**src/rtl/core/lnni_pkg.sv**
```systemverilog
package lnni_pkg;

    // Field widths fixed by the interface.
    localparam int SIZE_W  = 7;
    localparam int LIN_W   = 19;
    localparam int IDX_W   = 20;
    localparam int PLANE_W = 14;
    localparam int TOTAL_W = 21;
    localparam int CK_W    = 20;

    // The linear decode is a restoring division by the plane size (one quotient bit
    // per step), followed by a division of the remainder by size_x.
    localparam int K_STEPS   = LIN_W;
    localparam int J_STEPS   = SIZE_W;
    localparam int DIV_STEPS = K_STEPS + J_STEPS;

    localparam logic CMD_COORD  = 1'b0;
    localparam logic CMD_LINEAR = 1'b1;

    localparam logic [1:0] REG_SIZE_X = 2'd0;
    localparam logic [1:0] REG_SIZE_Y = 2'd1;
    localparam logic [1:0] REG_SIZE_Z = 2'd2;

    localparam logic [1:0] KIND_INTERIOR = 2'd0;
    localparam logic [1:0] KIND_INLET    = 2'd1;
    localparam logic [1:0] KIND_OUTLET   = 2'd2;
    localparam logic [1:0] KIND_OUTSIDE  = 2'd3;

    localparam logic [2:0] DIR_I_PLUS  = 3'd0;
    localparam logic [2:0] DIR_J_PLUS  = 3'd1;
    localparam logic [2:0] DIR_K_PLUS  = 3'd2;
    localparam logic [2:0] DIR_I_MINUS = 3'd3;
    localparam logic [2:0] DIR_J_MINUS = 3'd4;
    localparam logic [2:0] DIR_K_MINUS = 3'd5;

    typedef struct packed {
        logic                command;
        logic [SIZE_W-1:0]   coord_i_in;
        logic [SIZE_W-1:0]   coord_j_in;
        logic [SIZE_W-1:0]   coord_k_in;
        logic [LIN_W-1:0]    linear_in;
        logic [2:0]          direction;
    } req_t;

    typedef struct packed {
        logic signed [IDX_W-1:0] node_index;
        logic [1:0]              node_kind;
        logic                    next_to_inlet;
        logic                    next_to_outlet;
        logic signed [IDX_W-1:0] neighbor_index;
        logic                    crosses_periodic;
        logic [SIZE_W-1:0]       coord_i_out;
        logic [SIZE_W-1:0]       coord_j_out;
        logic [SIZE_W-1:0]       coord_k_out;
        logic signed [IDX_W-1:0] export_index;
        logic                    bad_direction;
    } rsp_t;

    // Work item inside the divider pipeline.
    typedef struct packed {
        req_t                req;
        logic [LIN_W-1:0]    dividend;
        logic [PLANE_W:0]    rem;
        logic [PLANE_W-1:0]  rr;
        logic [LIN_W-1:0]    qk;
        logic [SIZE_W-1:0]   qj;
    } div_t;

endpackage

```
**src/rtl/core/lnni_div.sv**
```systemverilog
module lnni_div
(
    input  logic                        clk,
    input  logic                        rst_n,
    input  logic                        up_valid,
    output logic                        up_ready,
    input  lnni_pkg::div_t              up_data,
    output logic                        dn_valid,
    input  logic                        dn_ready,
    output lnni_pkg::div_t              dn_data,
    input  logic [lnni_pkg::PLANE_W-1:0] plane,
    input  logic [lnni_pkg::SIZE_W-1:0]  nx
);

    localparam int STEPS = 4;
    localparam int NS    = (lnni_pkg::DIV_STEPS + STEPS - 1) / STEPS;

    function automatic lnni_pkg::div_t div_step(lnni_pkg::div_t d, int t,
                                                logic [lnni_pkg::PLANE_W-1:0] pl,
                                                logic [lnni_pkg::SIZE_W-1:0] dx);
        lnni_pkg::div_t               o;
        logic [lnni_pkg::PLANE_W:0]   x;
        logic [lnni_pkg::PLANE_W:0]   cur;
        int                           b;
        o   = d;
        x   = '0;
        cur = '0;
        b   = 0;
        if (t < lnni_pkg::K_STEPS)
        begin
            b = lnni_pkg::K_STEPS - 1 - t;
            x = {d.rem[lnni_pkg::PLANE_W-1:0], d.dividend[b]};
            if (x >= {1'b0, pl})
            begin
                o.rem   = x - {1'b0, pl};
                o.qk[b] = 1'b1;
            end
            else
            begin
                o.rem = x;
            end
            if (t == lnni_pkg::K_STEPS - 1)
            begin
                o.rr = o.rem[lnni_pkg::PLANE_W-1:0];
            end
        end
        else if (t < lnni_pkg::DIV_STEPS)
        begin
            // The upper bits of the plane remainder are already below size_x.
            b   = lnni_pkg::DIV_STEPS - 1 - t;
            cur = (t == lnni_pkg::K_STEPS)
                ? {{(lnni_pkg::PLANE_W + 1 - (lnni_pkg::PLANE_W - lnni_pkg::SIZE_W)){1'b0}},
                   d.rr[lnni_pkg::PLANE_W-1:lnni_pkg::SIZE_W]}
                : d.rem;
            x = {cur[lnni_pkg::PLANE_W-1:0], d.rr[b]};
            if (x >= (lnni_pkg::PLANE_W + 1)'(dx))
            begin
                o.rem   = x - (lnni_pkg::PLANE_W + 1)'(dx);
                o.qj[b] = 1'b1;
            end
            else
            begin
                o.rem = x;
            end
        end
        return o;
    endfunction

    lnni_pkg::div_t  stage_reg [NS];
    logic [NS-1:0]   valid_reg;
    logic [NS:0]     rdy;

    assign rdy[NS]  = dn_ready;
    assign up_ready = rdy[0];
    assign dn_valid = valid_reg[NS-1];
    assign dn_data  = stage_reg[NS-1];

    for (genvar s = 0; s < NS; s++)
    begin : g_stage
        lnni_pkg::div_t stage_next;
        logic           prev_valid;

        assign rdy[s] = !valid_reg[s] || rdy[s+1];

        if (s == 0)
        begin : g_first
            always_comb
            begin
                stage_next = up_data;
                prev_valid = up_valid;
                for (int k = 0; k < STEPS; k++)
                begin
                    stage_next = div_step(stage_next, s * STEPS + k, plane, nx);
                end
            end
        end
        else
        begin : g_rest
            always_comb
            begin
                stage_next = stage_reg[s-1];
                prev_valid = valid_reg[s-1];
                for (int k = 0; k < STEPS; k++)
                begin
                    stage_next = div_step(stage_next, s * STEPS + k, plane, nx);
                end
            end
        end

        always_ff @(posedge clk or negedge rst_n)
        begin
            if (!rst_n)
            begin
                valid_reg[s] <= 1'b0;
            end
            else if (rdy[s])
            begin
                valid_reg[s] <= prev_valid;
            end
        end

        always_ff @(posedge clk)
        begin
            if (rdy[s] && prev_valid)
            begin
                stage_reg[s] <= stage_next;
            end
        end
    end

endmodule

```
**src/rtl/core/lattice_node_neighbor_index.sv**
```systemverilog
// The path from an accepted request to its result on rsp has 13 register stages.
// Throughput: one request per cycle unless rsp_stall holds it back; the plane and row
// divisions run as a 7 stage restoring divider, up to four quotient bits per stage.
// Reset: rst_n clears all stage valid bits and sets size_x, size_y and size_z to 1.
// The derived plane size is registered from the size registers, and total from plane.
module lattice_node_neighbor_index
#(
    parameter int MAX_DIM = 64
)
(
    input  logic                         clk,
    input  logic                         rst_n,
    input  logic                         req_valid,
    output logic                         req_stall,
    input  lnni_pkg::req_t               req,
    output logic                         rsp_valid,
    input  logic                         rsp_stall,
    output lnni_pkg::rsp_t               rsp,
    input  logic                         cfg_valid,
    output logic                         cfg_ready,
    input  logic [1:0]                   cfg_index,
    input  logic [lnni_pkg::SIZE_W-1:0]  cfg_data
);

    // Resolved coordinates and class of a node as they travel through the
    // back end of the pipeline.
    typedef struct packed {
        logic [7:0]                      ci;
        logic [7:0]                      cj;
        logic [lnni_pkg::CK_W-1:0]       ck;
        logic [1:0]                      kind;
        logic [2:0]                      dir;
        logic [lnni_pkg::TOTAL_W-1:0]    prod_k;
        logic [lnni_pkg::PLANE_W-1:0]    prod_j;
        logic [lnni_pkg::IDX_W-1:0]      idx;
        logic [lnni_pkg::IDX_W-1:0]      expi;
    } node_t;

    // A size register of zero acts as one, and sizes above MAX_DIM are clamped.
    function automatic logic [lnni_pkg::SIZE_W-1:0] eff_size(logic [lnni_pkg::SIZE_W-1:0] v);
        logic [lnni_pkg::SIZE_W-1:0] r;
        r = v;
        if (v == '0)
        begin
            r = lnni_pkg::SIZE_W'(1);
        end
        else if (32'(v) > MAX_DIM)
        begin
            r = lnni_pkg::SIZE_W'(MAX_DIM);
        end
        return r;
    endfunction

    // ---------------------------------------------------------------
    // Configuration registers and sizes derived from them.  The port
    // always takes a write; an index beyond the list is dropped.
    // ---------------------------------------------------------------
    logic [lnni_pkg::SIZE_W-1:0]   size_x_reg, size_y_reg, size_z_reg;
    logic [lnni_pkg::SIZE_W-1:0]   nx, ny, nz;
    logic [lnni_pkg::PLANE_W-1:0]  plane_reg;
    logic [lnni_pkg::TOTAL_W-1:0]  total_reg;
    logic [lnni_pkg::IDX_W-1:0]    row_wrap;
    logic [lnni_pkg::IDX_W-1:0]    plane_wrap;
    logic [lnni_pkg::IDX_W-1:0]    outlet_idx;

    assign cfg_ready = 1'b1;

    always_ff @(posedge clk or negedge rst_n)
    begin
        if (!rst_n)
        begin
            size_x_reg <= lnni_pkg::SIZE_W'(1);
            size_y_reg <= lnni_pkg::SIZE_W'(1);
            size_z_reg <= lnni_pkg::SIZE_W'(1);
        end
        else if (cfg_valid && cfg_ready)
        begin
            unique case (cfg_index)
                lnni_pkg::REG_SIZE_X: size_x_reg <= cfg_data;
                lnni_pkg::REG_SIZE_Y: size_y_reg <= cfg_data;
                lnni_pkg::REG_SIZE_Z: size_z_reg <= cfg_data;
                default: ;
            endcase
        end
    end

    assign nx = eff_size(size_x_reg);
    assign ny = eff_size(size_y_reg);
    assign nz = eff_size(size_z_reg);

    // The plane and total products are registered; total uses the registered plane.
    always_ff @(posedge clk or negedge rst_n)
    begin
        if (!rst_n)
        begin
            plane_reg <= lnni_pkg::PLANE_W'(1);
            total_reg <= lnni_pkg::TOTAL_W'(1);
        end
        else
        begin
            plane_reg <= lnni_pkg::PLANE_W'(nx) * lnni_pkg::PLANE_W'(ny);
            total_reg <= lnni_pkg::TOTAL_W'(plane_reg) * lnni_pkg::TOTAL_W'(nz);
        end
    end

    // Index offsets for a periodic wrap on j and on k, and the outlet index.
    assign row_wrap   = lnni_pkg::IDX_W'(plane_reg - lnni_pkg::PLANE_W'(nx));
    assign plane_wrap = lnni_pkg::IDX_W'(total_reg - lnni_pkg::TOTAL_W'(plane_reg));
    assign outlet_idx = lnni_pkg::IDX_W'(total_reg + lnni_pkg::TOTAL_W'(1));

    // ---------------------------------------------------------------
    // Handshake: every stage moves when it is empty or the one after
    // it moves, so bubbles close up and a stall loses nothing.
    // ---------------------------------------------------------------
    logic in_valid_reg, prep_valid_reg, p1_valid_reg, p2_valid_reg, p3_valid_reg, out_valid_reg;
    logic rdy_in, rdy_prep, rdy_p1, rdy_p2, rdy_p3, rdy_out;
    logic div_up_ready, div_dn_valid;

    assign rdy_out   = !out_valid_reg || !rsp_stall;
    assign rdy_p3    = !p3_valid_reg || rdy_out;
    assign rdy_p2    = !p2_valid_reg || rdy_p3;
    assign rdy_p1    = !p1_valid_reg || rdy_p2;
    assign rdy_prep  = !prep_valid_reg || div_up_ready;
    assign rdy_in    = !in_valid_reg || rdy_prep;
    assign req_stall = !rdy_in;
    assign rsp_valid = out_valid_reg;

    always_ff @(posedge clk or negedge rst_n)
    begin
        if (!rst_n)
        begin
            in_valid_reg   <= 1'b0;
            prep_valid_reg <= 1'b0;
            p1_valid_reg   <= 1'b0;
            p2_valid_reg   <= 1'b0;
            p3_valid_reg   <= 1'b0;
            out_valid_reg  <= 1'b0;
        end
        else
        begin
            if (rdy_in)   in_valid_reg   <= req_valid;
            if (rdy_prep) prep_valid_reg <= in_valid_reg;
            if (rdy_p1)   p1_valid_reg   <= div_dn_valid;
            if (rdy_p2)   p2_valid_reg   <= p1_valid_reg;
            if (rdy_p3)   p3_valid_reg   <= p2_valid_reg;
            if (rdy_out)  out_valid_reg  <= p3_valid_reg;
        end
    end

    // ---------------------------------------------------------------
    // Input register and divider preparation.  The preparation stage
    // loads linear_in minus one as the dividend and clears the remainder
    // and quotients.  The divider reads the registered plane product.
    // ---------------------------------------------------------------
    lnni_pkg::req_t in_reg;
    lnni_pkg::div_t prep_reg;
    lnni_pkg::div_t div_out;

    always_ff @(posedge clk)
    begin
        if (rdy_in && req_valid)
        begin
            in_reg <= req;
        end
        if (rdy_prep && in_valid_reg)
        begin
            prep_reg.req      <= in_reg;
            prep_reg.dividend <= in_reg.linear_in - lnni_pkg::LIN_W'(1);
            prep_reg.rem      <= '0;
            prep_reg.rr       <= '0;
            prep_reg.qk       <= '0;
            prep_reg.qj       <= '0;
        end
    end

    lnni_div u_div
    (
        .clk      (clk),
        .rst_n    (rst_n),
        .up_valid (prep_valid_reg),
        .up_ready (div_up_ready),
        .up_data  (prep_reg),
        .dn_valid (div_dn_valid),
        .dn_ready (rdy_p1),
        .dn_data  (div_out),
        .plane    (plane_reg),
        .nx       (nx)
    );

    // ---------------------------------------------------------------
    // Stage 1: resolve the coordinates and classify the node.  Index
    // zero is the inlet and index total+1 the outlet; other indexes use
    // the quotients and the row remainder from the divider.
    // ---------------------------------------------------------------
    node_t p1_next, p1_reg, p2_reg, p3_reg;
    node_t p2_next, p3_next;
    logic  jk_in;

    always_comb
    begin
        p1_next = '0;
        if (div_out.req.command == lnni_pkg::CMD_COORD)
        begin
            p1_next.ci = 8'(div_out.req.coord_i_in);
            p1_next.cj = 8'(div_out.req.coord_j_in);
            p1_next.ck = lnni_pkg::CK_W'(div_out.req.coord_k_in);
        end
        else if (div_out.req.linear_in == '0)
        begin
            p1_next.ci = 8'd0;
            p1_next.cj = 8'd1;
            p1_next.ck = lnni_pkg::CK_W'(1);
        end
        else if (22'(div_out.req.linear_in) == 22'(total_reg) + 22'd1)
        begin
            p1_next.ci = 8'(nx) + 8'd1;
            p1_next.cj = 8'd1;
            p1_next.ck = lnni_pkg::CK_W'(1);
        end
        else
        begin
            p1_next.ci = 8'(div_out.rem[lnni_pkg::SIZE_W-1:0]) + 8'd1;
            p1_next.cj = 8'(div_out.qj) + 8'd1;
            p1_next.ck = lnni_pkg::CK_W'(div_out.qk) + lnni_pkg::CK_W'(1);
        end
        p1_next.dir = div_out.req.direction;

        jk_in = (p1_next.cj != '0) && (p1_next.cj <= 8'(ny))
             && (p1_next.ck != '0) && (p1_next.ck <= lnni_pkg::CK_W'(nz));
        if (jk_in && (p1_next.ci != '0) && (p1_next.ci <= 8'(nx)))
        begin
            p1_next.kind = lnni_pkg::KIND_INTERIOR;
        end
        else if (jk_in && (p1_next.ci == '0))
        begin
            p1_next.kind = lnni_pkg::KIND_INLET;
        end
        else if (jk_in && (p1_next.ci == 8'(nx) + 8'd1))
        begin
            p1_next.kind = lnni_pkg::KIND_OUTLET;
        end
        else
        begin
            p1_next.kind = lnni_pkg::KIND_OUTSIDE;
        end
    end

    always_ff @(posedge clk)
    begin
        if (rdy_p1 && div_dn_valid)
        begin
            p1_reg <= p1_next;
        end
    end

    // ---------------------------------------------------------------
    // Stage 2: plane and row offsets.  They only matter for an interior
    // node, where k and j fit in seven bits.
    // ---------------------------------------------------------------
    always_comb
    begin
        p2_next        = p1_reg;
        p2_next.prod_k = lnni_pkg::TOTAL_W'(p1_reg.ck[lnni_pkg::SIZE_W-1:0]
                                            - lnni_pkg::SIZE_W'(1))
                       * lnni_pkg::TOTAL_W'(plane_reg);
        p2_next.prod_j = lnni_pkg::PLANE_W'(p1_reg.cj[lnni_pkg::SIZE_W-1:0]
                                            - lnni_pkg::SIZE_W'(1))
                       * lnni_pkg::PLANE_W'(nx);
    end

    always_ff @(posedge clk)
    begin
        if (rdy_p2 && p1_valid_reg)
        begin
            p2_reg <= p2_next;
        end
    end

    // ---------------------------------------------------------------
    // Stage 3: node index and export index.  All index arithmetic is
    // done modulo 2^20, which is how the outputs are presented.
    // ---------------------------------------------------------------
    logic [lnni_pkg::IDX_W-1:0] idx_next, expi_next;

    always_comb
    begin
        case (p2_reg.kind)
            lnni_pkg::KIND_INTERIOR:
            begin
                idx_next  = lnni_pkg::IDX_W'(p2_reg.prod_k
                                             + lnni_pkg::TOTAL_W'(p2_reg.prod_j)
                                             + lnni_pkg::TOTAL_W'(p2_reg.ci));
                expi_next = idx_next;
            end
            lnni_pkg::KIND_INLET:
            begin
                idx_next  = '0;
                expi_next = '1;
            end
            lnni_pkg::KIND_OUTLET:
            begin
                idx_next  = outlet_idx;
                expi_next = '0;
            end
            default:
            begin
                idx_next  = '1;
                expi_next = '1;
            end
        endcase
    end

    always_comb
    begin
        p3_next      = p2_reg;
        p3_next.idx  = idx_next;
        p3_next.expi = expi_next;
    end

    always_ff @(posedge clk)
    begin
        if (rdy_p3 && p2_valid_reg)
        begin
            p3_reg <= p3_next;
        end
    end

    // ---------------------------------------------------------------
    // Stage 4: neighbor in the requested direction and the output
    // register.  The i axis ends at the inlet and outlet, while j and k
    // wrap around and raise the periodic flag.
    // ---------------------------------------------------------------
    lnni_pkg::rsp_t             rsp_next;
    lnni_pkg::rsp_t             rsp_reg;
    logic [lnni_pkg::IDX_W-1:0] nb;
    logic [7:0]                 nx8, ny8;
    logic [lnni_pkg::CK_W-1:0]  nzw;

    assign nx8 = 8'(nx);
    assign ny8 = 8'(ny);
    assign nzw = lnni_pkg::CK_W'(nz);

    always_comb
    begin
        rsp_next = '0;
        nb       = '1;
        unique case (p3_reg.dir)
            lnni_pkg::DIR_I_PLUS:
            begin
                if (p3_reg.ci == nx8)
                    nb = outlet_idx;
                else if ((p3_reg.ci >= 8'd1) && (p3_reg.ci < nx8))
                    nb = p3_reg.idx + lnni_pkg::IDX_W'(1);
            end
            lnni_pkg::DIR_J_PLUS:
            begin
                if (p3_reg.cj == ny8)
                begin
                    rsp_next.crosses_periodic = 1'b1;
                    nb = p3_reg.idx - row_wrap;
                end
                else if ((p3_reg.cj >= 8'd1) && (p3_reg.cj < ny8))
                    nb = p3_reg.idx + lnni_pkg::IDX_W'(nx);
            end
            lnni_pkg::DIR_K_PLUS:
            begin
                if (p3_reg.ck == nzw)
                begin
                    rsp_next.crosses_periodic = 1'b1;
                    nb = p3_reg.idx - plane_wrap;
                end
                else if ((p3_reg.ck >= lnni_pkg::CK_W'(1)) && (p3_reg.ck < nzw))
                    nb = p3_reg.idx + lnni_pkg::IDX_W'(plane_reg);
            end
            lnni_pkg::DIR_I_MINUS:
            begin
                if (p3_reg.ci == 8'd1)
                    nb = '0;
                else if ((p3_reg.ci > 8'd1) && (p3_reg.ci <= nx8))
                    nb = p3_reg.idx - lnni_pkg::IDX_W'(1);
            end
            lnni_pkg::DIR_J_MINUS:
            begin
                if (p3_reg.cj == 8'd1)
                begin
                    rsp_next.crosses_periodic = 1'b1;
                    nb = p3_reg.idx + row_wrap;
                end
                else if ((p3_reg.cj > 8'd1) && (p3_reg.cj <= ny8))
                    nb = p3_reg.idx - lnni_pkg::IDX_W'(nx);
            end
            lnni_pkg::DIR_K_MINUS:
            begin
                if (p3_reg.ck == lnni_pkg::CK_W'(1))
                begin
                    rsp_next.crosses_periodic = 1'b1;
                    nb = p3_reg.idx + plane_wrap;
                end
                else if ((p3_reg.ck > lnni_pkg::CK_W'(1)) && (p3_reg.ck <= nzw))
                    nb = p3_reg.idx - lnni_pkg::IDX_W'(plane_reg);
            end
            default:
            begin
                rsp_next.bad_direction = 1'b1;
            end
        endcase

        rsp_next.node_index     = p3_reg.idx;
        rsp_next.node_kind      = p3_reg.kind;
        rsp_next.next_to_inlet  = (p3_reg.kind == lnni_pkg::KIND_INTERIOR) && (p3_reg.ci == 8'd1);
        rsp_next.next_to_outlet = (p3_reg.kind == lnni_pkg::KIND_INTERIOR) && (p3_reg.ci == nx8);
        rsp_next.neighbor_index = nb;
        rsp_next.export_index   = p3_reg.expi;
        // Coordinates above 127 are shown as 127; such a node is outside.
        rsp_next.coord_i_out = (p3_reg.ci > 8'd127) ? 7'd127 : p3_reg.ci[6:0];
        rsp_next.coord_j_out = (p3_reg.cj > 8'd127) ? 7'd127 : p3_reg.cj[6:0];
        rsp_next.coord_k_out = (p3_reg.ck > lnni_pkg::CK_W'(127)) ? 7'd127 : p3_reg.ck[6:0];
    end

    always_ff @(posedge clk)
    begin
        if (rdy_out && p3_valid_reg)
        begin
            rsp_reg <= rsp_next;
        end
    end

    assign rsp = rsp_reg;

    // ---------------------------------------------------------------
    // Checks on the result logic.
    // ---------------------------------------------------------------
    a_bad_dir_no_neighbor: assert property (@(posedge clk) disable iff (!rst_n)
        rsp_valid && rsp.bad_direction |-> (rsp.neighbor_index == '1) && !rsp.crosses_periodic)
        else $error("bad direction produced a neighbor");

    a_outside_index: assert property (@(posedge clk) disable iff (!rst_n)
        rsp_valid && (rsp.node_kind == lnni_pkg::KIND_OUTSIDE)
        |-> (rsp.node_index == '1) && (rsp.export_index == '1))
        else $error("outside node carries an index");

    a_inlet_export: assert property (@(posedge clk) disable iff (!rst_n)
        rsp_valid && (rsp.node_kind == lnni_pkg::KIND_INLET)
        |-> (rsp.node_index == '0) && (rsp.export_index == '1) && (rsp.coord_i_out == '0))
        else $error("inlet node indexes wrong");

    a_adjacent_interior: assert property (@(posedge clk) disable iff (!rst_n)
        rsp_valid && (rsp.next_to_inlet || rsp.next_to_outlet)
        |-> (rsp.node_kind == lnni_pkg::KIND_INTERIOR))
        else $error("adjacency flag on a non-interior node");

endmodule

```
**config.mk**
```make
export PLATFORM = sky130hd
export DESIGN_NAME = lattice_node_neighbor_index
export DESIGN_NICKNAME = d
export VERILOG_FILES = /design/src/rtl/core/lnni_pkg.sv /design/src/rtl/core/lnni_div.sv /design/src/rtl/core/lattice_node_neighbor_index.sv
export SDC_FILE = /design/constraint.sdc
export NUM_CORES = 2
export LEC_CHECK = 0
export BUFFER_PORTS_ARGS = -buffer_cell sky130_fd_sc_hd__buf_2
export CORE_MARGIN = 1
export CORE_UTILIZATION = 45
export DETAILED_ROUTE_END_ITERATION = 8
export REMOVE_ABC_BUFFERS = 1
export SLEW_MARGIN = 5
export SYNTH_ARGS = -nofsm -noshare
export SYNTH_HDL_FRONTEND = slang
export SYNTH_SLANG_ARGS = --single-unit
```
**constraint.sdc**
```tcl
create_clock -name clk -period 15.5 [get_ports clk]
set_input_delay 4.65 -clock clk [delete_from_list [all_inputs] [get_ports clk]]
set_output_delay 4.65 -clock clk [all_outputs]
set_load 0.03 [all_outputs]
```
==> metrics.csv <==
stage;metric;value;unit
outcome;outcome;completed;
global_route;vias in the first global route;50273;
clock_network;Clock Sinks;1008;
timing;Slew Viols, Final;0;
die;die width;401;um
drt;Final ANT Viol Nets;0;
cells_and_area;FILL cells;14034;
logic_synthesis;Synth top area share;39.4;%
die;die height;401;um
clock_network;Reg clk slew, reported paths;0.08;ns
global_route;Overflow after GRT;0;
cells_and_area;commonest non-fill, non-tap cell in the layout;edfxtp_1;
cells_and_area;area grow syn2layout;10.3;%
clock_network;CTS Hold Bufs;0;
clock_network;H-tree depth;3;
logic_synthesis;Warnings, synthesis;0;
die;row count;145;
critical_path;most frequent CP cell;o21ai_0;
critical_path;critical path type;flop to flop;
drt;via count;51110;
clock_network;CTS tree;yes;
critical_path;Worst EP required;16.00;ns
cells_and_area;max FFs per register;548;
drt;Remaining DRCs;0;
placement;final RePlAce weighted congestion;0.981;
cells_and_area;final net count;7845;
clock_network;Post-CTS Setup Bufs;0;
critical_path;worst-path fanout max;23;
die;I/O pin count;148;
timing;Layout Skew;0.0724;ns
die;Initial Util;45.6;%
drt;WL/cell;22.0;um
timing;Hold Fails Final Rpt;0;
clock_network;CTS buffer count;107;
timing;fmax;70.6;MHz
timing;Worst-Margin Slew;1.24;ns
die;core area;157000;sq um
global_route;first-pass GRT wire length;302000;um
logic_synthesis;Post-Syn Area;71500;sq um
placement;DP HPWL;156000;um
global_route;antenna violations before repair;4;
clock_network;Root Driver;clkbuf_16;
logic_synthesis;post-synth top area cell;edfxtp_1;
timing;minimum clock period;14.15;ns
logic_synthesis;post-synthesis sequential area ratio;41.9;%
critical_path;Crit-path slowest cell;dfrtp_1;
drt;vias per cell;5.65;
clock_network;CTS max path bufs;3;
critical_path;CP startpoint kind;flop;
timing;Slew Limit Headroom;16.8;%
drt;initial DRC count;3638;
logic_synthesis;ranking of synthesized cells by area;edfxtp_1 (39%), ha_1 (11%), fa_1 (6.7%), xnor2_1 (4.5%), inv_1 (3.2%);
placement;PortBufs;146;
drt;drt pass-1 iters;6;
placement;dpl ws;1.55;ns
critical_path;Critical Path AT;14.65;ns
die;Die Area;160000;sq um
critical_path;kind of end point of the critical path;flop;
clock_network;worst skew pair latency;0.77;ns
clock_network;CTS resizes;0;
hold_path;Hold/Removal Path Class;flop to flop;
timing;Setup TNS Final;0;ns
cells_and_area;most frequent cells in the layout;edfxtp_1 (939), ha_1 (657), inv_1 (606);
global_route;gr usage total;24.5;%
logic_synthesis;Post-synth EDFFs;939;
logic_synthesis;Post-synth ARST share;6.85;%
cells_and_area;fraction of layout cells with a size suffix above 1;10.2;%
timing;Final setup viols;0;
flow_run;max-cap violation count;0;
global_route;largest net degree at the start of global routing;73;
logic_synthesis;Yosys cell types;117;
timing;final critical-path share of the clock period;91.3;%
logic_synthesis;Post-Syn Area per Cell;10.7;sq um
drt;detailed-route wire length;199000;um
logic_synthesis;Synth Flop Type;edfxtp_1;
cells_and_area;final core utilization;50.2;%
critical_path;crit-path max cell delay;0.80;ns
timing;final worst slack;1.35;ns
logic_synthesis;Mapped Cells;6706;
logic_synthesis;flops & latches, synth;1008;
timing;worst hold margin;0.403;ns
timing;RSZ-0062 raised after global routing;no;
==> kinds of logic after synthesis <==
group / Yosys count / synth area share, %
other: 1 / 0.00525
buffers and inverters: 799 / 4.27
adder cells (fa/ha/maj): 898 / 18.2
multiplexers: 191 / 3.02
AND/OR/NAND/NOR: 1839 / 12.7
AO/OA/AOI/OAI: 1401 / 12.9
XOR/XNOR: 569 / 6.97
flip-flops: 1008 / 41.9
==> cell usage after synthesis, types with 116 or more instances <==
cell	instances
inv_1	607
fa_1	241
nor2_1	495
edfxtp_1	939
xor2_1	204
a21o_1	116
clkbuf_1	145
ha_1	657
mux2_2	128
o21ai_0	285
nor3_1	157
nand3_1	122
xnor2_1	365
nand2_1	441
a21oi_1	403
==> per-layer routing <==
metal,GRT usage (%),routed length (um)
met2,40.4,92900
met1,32.5,87300
met5,0,0
met3,3.13,10200
met4,9.92,8760
==> area by class of cell <==
type,instances,area [sq um],share of cell area [%]
antenna,1,2.50,0.00317
clock buffer,123,2770,3.51
clock inverter,79,1030,1.31
inverter,621,2330,2.96
multi-input combinational,4899,38700,49.0
sequential,1008,29900,38.0
tap,2058,2570,3.27
timing repair buffer,252,1530,1.94
==> through the flow <==
stage | area [sq um] | cells
floorplan | 70800 | 6528
global placement | 75000 | 8838
detailed placement | 75000 | 8838
CTS | 78800 | 9040
global route | 78800 | 9040
finish | 78800 | 9041
==> worst paths after layout <==
path | startpoint | endpoint | slack (ns) | depth (start not counted)
setup / recovery | plane_reg[2]$_DFF_PN0_ | u_div.stage_reg[1][49]$_DFFE_PP_ | 1.35 | 51
hold / removal | prep_reg[89]$_DFFE_PP_ | u_div.stage_reg[0][89]$_DFFE_PP_ | 0.40 | 0
setup reg to reg | plane_reg[2]$_DFF_PN0_ | u_div.stage_reg[1][49]$_DFFE_PP_ | 1.35 | 51
hold reg to reg | prep_reg[89]$_DFFE_PP_ | u_div.stage_reg[0][89]$_DFFE_PP_ | 0.40 | 0
max in group asynchronous | rst_n | total_reg[18]$_DFF_PN0_ | 10.52 | 2
min in group asynchronous | rst_n | u_div.g_stage[3].prev_valid$_DFFE_PN0P_ | 3.78 | 1
==> worst max-delay path, delay by kind of cell (launching register included) <==
family | cells | cell delay (ns)
buf+inv | 6 | 1.80
fa+ha+maj | 4 | 1.40
flops | 1 | 0.80
compound gates | 31 | 7.71
simple gates | 10 | 2.17
Power is left out: the tool's default activity adds up to more than one toggle a clock period on the data nets, which glitch-free logic cannot reach.
